===== src/rtl/sia_pkg.sv =====
// Package for the sorted insertion array.
// Shared operation codes, status codes, field widths and the cell control word.
// No dependencies.
package sia_pkg;

    localparam int DATA_W    = 32;
    localparam int FUNC_W    = 2;
    localparam int IDX_IN_W  = 4;
    localparam int STATUS_W  = 2;
    localparam int POS_OUT_W = 4;
    localparam int CNT_OUT_W = 5;

    typedef enum logic [FUNC_W-1:0] {
        FUNC_PUSH   = 2'd0,
        FUNC_POP    = 2'd1,
        FUNC_REMOVE = 2'd2,
        FUNC_CLEAR  = 2'd3
    } t_func;

    typedef enum logic [STATUS_W-1:0] {
        ST_OK    = 2'd0,
        ST_FULL  = 2'd1,
        ST_EMPTY = 2'd2,
        ST_RANGE = 2'd3
    } t_status;

    // Per-cycle command broadcast to every cell.
    typedef struct packed {
        logic push;
        logic remove;
    } t_cell_ctl;

endpackage


===== src/rtl/sia_cell.sv =====
// One slot of the sorted array: holds an entry, compares it with the
// incoming word and shifts with its neighbors. Depends on sia_pkg.
module sia_cell
    import sia_pkg::*;
(
    input  logic                     i_clk,
    input  t_cell_ctl                i_ctl,
    input  logic                     i_valid,      // slot below stored count
    input  logic                     i_del,        // slot at or above remove index
    input  logic signed [DATA_W-1:0] i_value,
    input  logic                     i_left_gt,
    input  logic signed [DATA_W-1:0] i_left_data,
    input  logic signed [DATA_W-1:0] i_right_data,
    output logic                     o_gt,
    output logic                     o_ins,
    output logic signed [DATA_W-1:0] o_data
);

    logic signed [DATA_W-1:0] r_data;
    logic signed [DATA_W-1:0] n_data;

    // Empty slots count as greater, so the first greater slot is the insert point.
    assign o_gt   = !i_valid || (r_data > i_value);
    assign o_ins  = o_gt && !i_left_gt;
    assign o_data = r_data;

    always_comb begin
        n_data = r_data;
        if (i_ctl.push) begin
            if (i_left_gt) begin
                n_data = i_left_data;
            end else if (o_gt) begin
                n_data = i_value;
            end
        end else if (i_ctl.remove && i_del) begin
            n_data = i_right_data;
        end
    end

    always_ff @(posedge i_clk) begin
        r_data <= n_data;
    end

endmodule


===== src/rtl/sorted_insertion_array.sv =====
// Sorted insertion array: ascending store of DEPTH signed words in a row of cells.
// The result strobe rises in the cycle after start. Throughput: one word per cycle;
// every cell compares and shifts in the same cycle, busy never rises.
// Reset (synchronous, active low) empties the store and drops any pending result;
// entry contents are not cleared. The receiver cannot stall results.
// Depends on sia_pkg and sia_cell.
module sorted_insertion_array
    import sia_pkg::*;
#(
    parameter int DEPTH = 16
) (
    input  logic                        i_clk,
    input  logic                        i_rst_n,
    input  logic                        start,
    output logic                        busy,
    input  logic [FUNC_W-1:0]           i_func,
    input  logic signed [DATA_W-1:0]    i_value,
    input  logic [IDX_IN_W-1:0]         i_entry_index,
    output logic                        o_valid,
    output logic [STATUS_W-1:0]         o_status,
    output logic [POS_OUT_W-1:0]        o_position,
    output logic [CNT_OUT_W-1:0]        o_count
);

    localparam int CW = $clog2(DEPTH + 1);
    localparam int IW = $clog2(DEPTH);

    logic [CW-1:0]            r_count;
    logic [CW-1:0]            n_count;
    logic                     r_valid;
    logic [STATUS_W-1:0]      r_status;
    logic [POS_OUT_W-1:0]     r_position;
    logic [CNT_OUT_W-1:0]     r_count_out;

    t_status                  w_status;
    t_cell_ctl                w_ctl;
    logic [IW-1:0]            w_pos;
    logic                     w_accept;

    logic [DEPTH-1:0]         w_gt;
    logic [DEPTH-1:0]         w_ins;
    logic [DEPTH-1:0]         w_valid;
    logic [DEPTH-1:0]         w_del;
    logic signed [DATA_W-1:0] w_data [DEPTH];

    assign busy     = 1'b0;
    assign w_accept = start && !busy;

    genvar g;
    generate
        for (g = 0; g < DEPTH; g++) begin : g_cell
            logic                     w_left_gt;
            logic signed [DATA_W-1:0] w_left_data;
            logic signed [DATA_W-1:0] w_right_data;

            assign w_valid[g] = (g < int'(r_count));
            assign w_del[g]   = (g >= int'(i_entry_index));

            if (g == 0) begin : g_first
                assign w_left_gt   = 1'b0;
                assign w_left_data = '0;
            end else begin : g_mid
                assign w_left_gt   = w_gt[g-1];
                assign w_left_data = w_data[g-1];
            end

            if (g == DEPTH - 1) begin : g_last
                assign w_right_data = '0;
            end else begin : g_inner
                assign w_right_data = w_data[g+1];
            end

            sia_cell u_cell (
                .i_clk        (i_clk),
                .i_ctl        (w_ctl),
                .i_valid      (w_valid[g]),
                .i_del        (w_del[g]),
                .i_value      (i_value),
                .i_left_gt    (w_left_gt),
                .i_left_data  (w_left_data),
                .i_right_data (w_right_data),
                .o_gt         (w_gt[g]),
                .o_ins        (w_ins[g]),
                .o_data       (w_data[g])
            );
        end
    endgenerate

    // Insert flags are one-hot; OR the slot numbers together.
    always_comb begin
        w_pos = '0;
        for (int k = 0; k < DEPTH; k++) begin
            if (w_ins[k]) begin
                w_pos = w_pos | IW'(k);
            end
        end
    end

    always_comb begin
        w_status = ST_OK;
        w_ctl    = '0;
        n_count  = r_count;
        unique case (t_func'(i_func))
            FUNC_PUSH: begin
                if (int'(r_count) >= DEPTH) begin
                    w_status = ST_FULL;
                end else begin
                    w_ctl.push = w_accept;
                    n_count    = r_count + CW'(1);
                end
            end
            FUNC_POP: begin
                if (r_count == '0) begin
                    w_status = ST_EMPTY;
                end else begin
                    n_count = r_count - CW'(1);
                end
            end
            FUNC_REMOVE: begin
                if (int'(i_entry_index) >= int'(r_count)) begin
                    w_status = ST_RANGE;
                end else begin
                    w_ctl.remove = w_accept;
                    n_count      = r_count - CW'(1);
                end
            end
            FUNC_CLEAR: begin
                n_count = '0;
            end
            default: begin
                n_count = r_count;
            end
        endcase
    end

    always_ff @(posedge i_clk) begin
        if (!i_rst_n) begin
            r_count <= '0;
            r_valid <= 1'b0;
        end else begin
            r_valid <= w_accept;
            if (w_accept) begin
                r_count <= n_count;
            end
        end
    end

    always_ff @(posedge i_clk) begin
        if (w_accept) begin
            r_status    <= w_status;
            r_position  <= (w_ctl.push) ? POS_OUT_W'(w_pos) : '0;
            r_count_out <= CNT_OUT_W'(n_count);
        end
    end

    assign o_valid    = r_valid;
    assign o_status   = r_status;
    assign o_position = r_position;
    assign o_count    = r_count_out;

endmodule


===== config.mk =====
export PLATFORM = sky130hd
export DESIGN_NAME = sorted_insertion_array
export DESIGN_NICKNAME = d
export VERILOG_FILES = /design/src/rtl/sia_pkg.sv /design/src/rtl/sia_cell.sv /design/src/rtl/sorted_insertion_array.sv
export SDC_FILE = /design/constraint.sdc
export NUM_CORES = 2
export LEC_CHECK = 0
export BUFFER_PORTS_ARGS = -buffer_cell sky130_fd_sc_hd__buf_4
export CORE_MARGIN = 3
export CORE_UTILIZATION = 36
export DETAILED_ROUTE_END_ITERATION = 10
export SYNTH_ARGS = -nofsm -noshare
export SYNTH_HDL_FRONTEND = slang
export SYNTH_HIERARCHICAL = 1
export SYNTH_SLANG_ARGS = --single-unit

===== constraint.sdc =====
create_clock -name i_clk -period 5.21 [get_ports i_clk]
set_clock_uncertainty 0.1 [all_clocks]
set_input_delay 1.563 -clock i_clk [delete_from_list [all_inputs] [get_ports i_clk]]
set_output_delay 1.563 -clock i_clk [all_outputs]
set_load 0.01 [all_outputs]

# Word-level counts from Yosys, hierarchy flattened
# Cells that the tools add are included.
[classes] add_sub_neg=2 order_cmp=49 eq_ne=19 n_mux=90 reduce_logical=111
[ops] operator="32-bit 2-to-1 mux" count=63
[ops] operator="32-bit greater-than comparator" count=16
[ops] operator="3-bit by 1-bit != test with 1-bit output (second input constant)" count=15
[ops] operator="4-bit by 5-bit < comparator with 1-bit output (first input constant)" count=8
[ops] operator="4-bit 2-to-1 mux" count=8
[ops] operator="2-bit AND reduction" count=16
[ops] operator="2-bit nonzero test" count=16
[ops] operator="1-bit zero test" count=31
[ops] operator="1-bit logical AND" count=30
[ops] operator="4-bit greater-or-equal comparator (first input constant)" count=7
[ops] operator="3-bit by 5-bit < comparator with 1-bit output (first input constant)" count=4
[ops] operator="5-bit one-hot mux with 4 select lines" count=1
[ops] operator="3-bit by 4-bit greater-or-equal comparator with 1-bit output (first input constant)" count=4
[ops] operator="1-bit logical OR" count=16
[ops] operator="5-bit 2-to-1 mux" count=3
[ops] operator="3-bit 2-to-1 mux" count=4
[ops] operator="1-bit by 5-bit < comparator with 1-bit output (first input constant)" count=2
[ops] operator="2-bit by 5-bit < comparator with 1-bit output (first input constant)" count=2
[ops] operator="1-bit by 4-bit greater-or-equal comparator with 1-bit output (first input constant)" count=2
[ops] operator="2-bit by 4-bit greater-or-equal comparator with 1-bit output (first input constant)" count=2
[ops] operator="2-bit 2-to-1 mux" count=4
[ops] operator="1-bit 2-to-1 mux" count=6
[ops] operator="2-bit one-hot mux with 3 select lines" count=1
[ops] operator="5-bit by 1-bit adder with 5-bit output (second input constant)" count=1
[ops] operator="8 further kinds" count=9
[word_totals] ff_bits=529 elab_cells=292

# Logic depth before layout (Yosys ltp)
[depth] depth_word=20 mapped_depth=13

# Cells and area by module
# Netlist, hierarchy kept.
[modules_own_cells] mod="sia_cell" instances=16 cells_each=258 area_each_um2=2474.9 seq_area_each_um2=960.9
[modules_own_cells] mod="sorted_insertion_array" instances=1 cells_each=177 area_each_um2=1448.9 seq_area_each_um2=450.4

# Worst setup path before layout
# No wires, ideal clock.
[synth_path] path_type="input to register" start="input port i_value[31]" end="register g_cell[2].u_cell.r_data[0] (enable)" t_arrival_ns=4.411 slack_ns=0.298 cell_stages=11 n_path_buf=2 cell_sequence="inv_1 > ha_1 > nand4_2 > nor4_2 > o41ai_1 > a31o_1 > nand2_1 > clkbuf_1 > buf_2 > inv_1 > a41oi_2"
[synth_via] elab_chain_cells=4 elab_cells_between_ends=6
[synth_rtl] element="start: declaration" line_no="sorted_insertion_array.sv:17" text="input logic signed [DATA_W-1:0] i_value,"
[synth_rtl] element="32-bit greater-than comparator" line_no="sia_cell.sv:23" text="assign o_gt = !i_valid || (r_data > i_value);"
[synth_rtl] element="1-bit logical OR" line_no="sia_cell.sv:23"
[synth_rtl] element="named net g_cell[2].w_left_gt" line_no="sorted_insertion_array.sv:52" text="logic w_left_gt;"
[synth_rtl] element="3-bit by 1-bit != test with 1-bit output (no line)"
[synth_rtl] element="2-bit AND reduction (no line)"
[synth_rtl] element="end signal: assignment" line_no="sia_cell.sv:41" text="r_data <= n_data;"
[synth_rtl] element="end: declaration" line_no="sia_cell.sv:19" text="logic signed [DATA_W-1:0] r_data;"
# The timed path passes the listed nets, and every way through them passes these cells.
# A chain may end at the register's enable or synchronous reset.

# Final worst setup path
[layout_path] start="input port i_value[23]" end="register r_position[0], in the netlist o_position[0] (data pin)"
[layout_via] elab_cells_between_ends=63
[layout_lines] element="32-bit greater-than comparator" line_no="sia_cell.sv:23"
[layout_lines] element="1-bit logical OR" line_no="sia_cell.sv:23"
[layout_lines] element="named net g_cell[3].w_left_gt" line_no="sorted_insertion_array.sv:52"
[layout_lines] element="1-bit zero test" line_no="sia_cell.sv:24" text="assign o_ins = o_gt && !i_left_gt;"
[layout_lines] element="1-bit logical AND" line_no="sia_cell.sv:24"
[layout_lines] element="named net w_ins[3]" line_no="sorted_insertion_array.sv:41" text="logic [DEPTH-1:0] w_ins;"
[layout_lines] element="2-bit 2-to-1 mux" line_no="sorted_insertion_array.sv:93" text="if (w_ins[k]) begin"
[layout_lines] element="3-bit 2-to-1 mux (4 in a row)" line_no="sorted_insertion_array.sv:93"
[layout_lines] element="4-bit 2-to-1 mux (8 in a row)" line_no="sorted_insertion_array.sv:93"
[layout_lines] element="end signal: assignment" line_no="sorted_insertion_array.sv:151" text="r_position <= (w_ctl.push) ? POS_OUT_W'(w_pos) : '0;"
[layout_lines] element="end: declaration" line_no="sorted_insertion_array.sv:32" text="logic [POS_OUT_W-1:0] r_position;"
# The timed path passes the listed nets, and every way through them passes these cells.

==> impl_results.md <==
* Core Region at 0.1128 sq mm
* Fin crit period at 4.408 ns
* GRT Util Overall at 17.10%
* Routed vias at 30760
* Num CTS Buffers at 61
* WP data arrival at 4.68 ns
* Multi-input gate area at 0.02287 sq mm
* Die area at 0.1181 sq mm
* Largest net degree at the start of global routing at 179
* Root buffer cell: clkbuf_16
* Synth Cell Area at 0.04104 sq mm
* DRC at 0
* Diodes inserted at 0
* Vias per cell at 5.192
* Clock latency at the later pin of the worst-skew pair at 0.66 ns
* Initial core utilization at 36.38%
* GPL Wtd Cong at 0.8710
* Remaining Overflow, GRT at 0
* Power Dens Cells at 249.2 mW/mm^2
* I/O pin total at 54
* Final setup fails at 0
* Hold Vio Cnt, Final at 0
* Synth-to-Final Area Change at 11.74%
* Clock sinks at 529
* Max incr delay on CP at 0.54 ns
* CP endpoint kind: flop
* Hold_buf cts at 0
* CP max FO at 29
* Count of final max-slew check failures at 0
* Die X at 343.6 um
* Layout cells sized above 1 at 6.894%
* Final worst-path cycle share at 84.60%
* Total Wirelength at 103200 um
* Placement Rows at 123
* Final HPWL DP at 78820 um
* Worst Max-Slew Pin Slew at 0.9700 ns
* Final Net Count at 4934
* Yosys warns at 6
* Critical-path top delay cell: nor4_2
* Min-delay worst type: reg2reg
* TNS Setup at 0 ns
* Critical Path RT at 5.49 ns
* Port bufs at 52
* Status: completed
* Critical path type: in2reg
* VDD IR max at 0.0003179 V
* Setup WS pre-CTS at 0.08963 ns
* Post-CTS Setup Bufs at 0
* CP most frequent cell: buf_4
* Initial DRT Pass Iterations at 5
* DR iter-0 viols at 2051
* RSZ-0062 raised after global routing: no
* Longest Clk Path Bufs at 3
* Clock slew at reported path FFs at 0.06 ns
* Syn Inst Count at 4303
* Max Fclk at 0.2269 GHz
* LEAKAGE at 22.52 nW
* Max-Cap Viols at 0
* WL per Instance at 17.43 um
* Avg Cell Area, Syn at 9.537 sq um
* H-tree depth at 2
* First-pass GRT wire length at 165300 um
* Initial antenna violation count at 0
* Final WS setup at 0.8023 ns
* CP cell instances: buf_4 -> inv_1 -> ha_1 -> nand4_1 -> nor4_2 -> o41ai_1 -> buf_4 -> a31o_1 -> nand2_2 -> a21oi_1 -> buf_4 -> nor4_1 -> a31oi_1
* Startpoint types: input pin
* Relative slew slack at 34.65%
* DRT antenna net count at 0
* Number of global-route vias before repair at 29988
* Reg area at 0.01583 sq mm
* Total Power at 11.43 mW
* CTS tree: yes
* Die height at 343.6 um
* Post-CTS sizing at 0
* Fillers at 11135
layout make-up:
type	instances	area share, %
Inverter	540	4.437
Tap cell	1500	4.093
Multi-Input combinational cell	3111	49.87
Timing Repair Buffer	131	3.072
Clock buffer	76	3.498
Clock inverter	37	0.5211
Sequential cell	529	34.51
power breakdown:
group	internal [mW]	switching, mW	leakage (nW)
sequential	4.95	0.175	4.86
combinational	0.871	1.34	16.7
clock	2.27	1.82	0.912
total	8.08	3.34	22.5
flip-flops by register name (all words and copies together), names as in the netlist:
| register | count |
|---|---|
| g_cell.u_cell/o_data | 512 |
| o_count | 5 |
| o_position | 4 |
| o_status | 2 |
| o_valid | 1 |
| r_count | 5 |
worst max-delay path, delay by kind of cell:
family / cells / cell delay (ns)
AO/OA/AOI/OAI: 4 / 0.66
adder cells (fa/ha/maj): 1 / 0.33
buffers and inverters: 4 / 0.76
AND/OR/NAND/NOR: 4 / 1.31
layer usage:
metal | share of wire [%] | track usage (%) | wire length, um | up-vias
met5 | 0 | 0 | 0 | -
met4 | 2.5 | 4.722 | 2617 | 0
met3 | 3.7 | 1.850 | 3854 | 139
met2 | 43 | 26.39 | 44710 | 537
met1 | 50 | 25.26 | 52050 | 14297
li1 | - | - | - | 15787
cells in the final DEF, fill, tap and decap left out, drive strengths merged, types with 17 or more instances in the layout:
cell and instances:
nand3 83, a31o 18, o21ai 63, a211oi 18, a21oi 743, clkbuf 76, clkinv 34, nand2 79
nand4 113, ha 519, nor4 18, edfxtp 523, nor2 544, mux2i 513, a221oi 17, a21o 84
nor2b 19, inv 541, nor3 55, conb 67, buf 131
worst paths after layout:
check	end	slack, ns	start	cells after the start
setup / recovery	o_position[0]	0.80	i_value[23]	13
setup reg to reg	g_cell[15].u_cell/o_data[17]	1.62	r_count[0]	9
hold / removal	g_cell[14].u_cell/o_data[17]	0.51	g_cell[15].u_cell/o_data[17]	2
hold reg to reg	g_cell[14].u_cell/o_data[17]	0.51	g_cell[15].u_cell/o_data[17]	2
through the flow:
| stage | utilization [%] | hold slack (ns) | instance area, sq um | cells |
|---|---|---|---|---|
| after floorplan | - | 0.4627 | 41280 | 4368 |
| after global placement | 39.02 | 0.4789 | 44010 | 5811 |
| after detailed placement | 39.02 | 0.4920 | 44010 | 5811 |
| after CTS | 40.65 | 0.5013 | 45860 | 5924 |
| after global routing | 40.65 | 0.5443 | 45860 | 5924 |
| final | 40.65 | 0.5073 | 45860 | 5924 |
No activity file was read; power rests on OpenSTA's default activity.
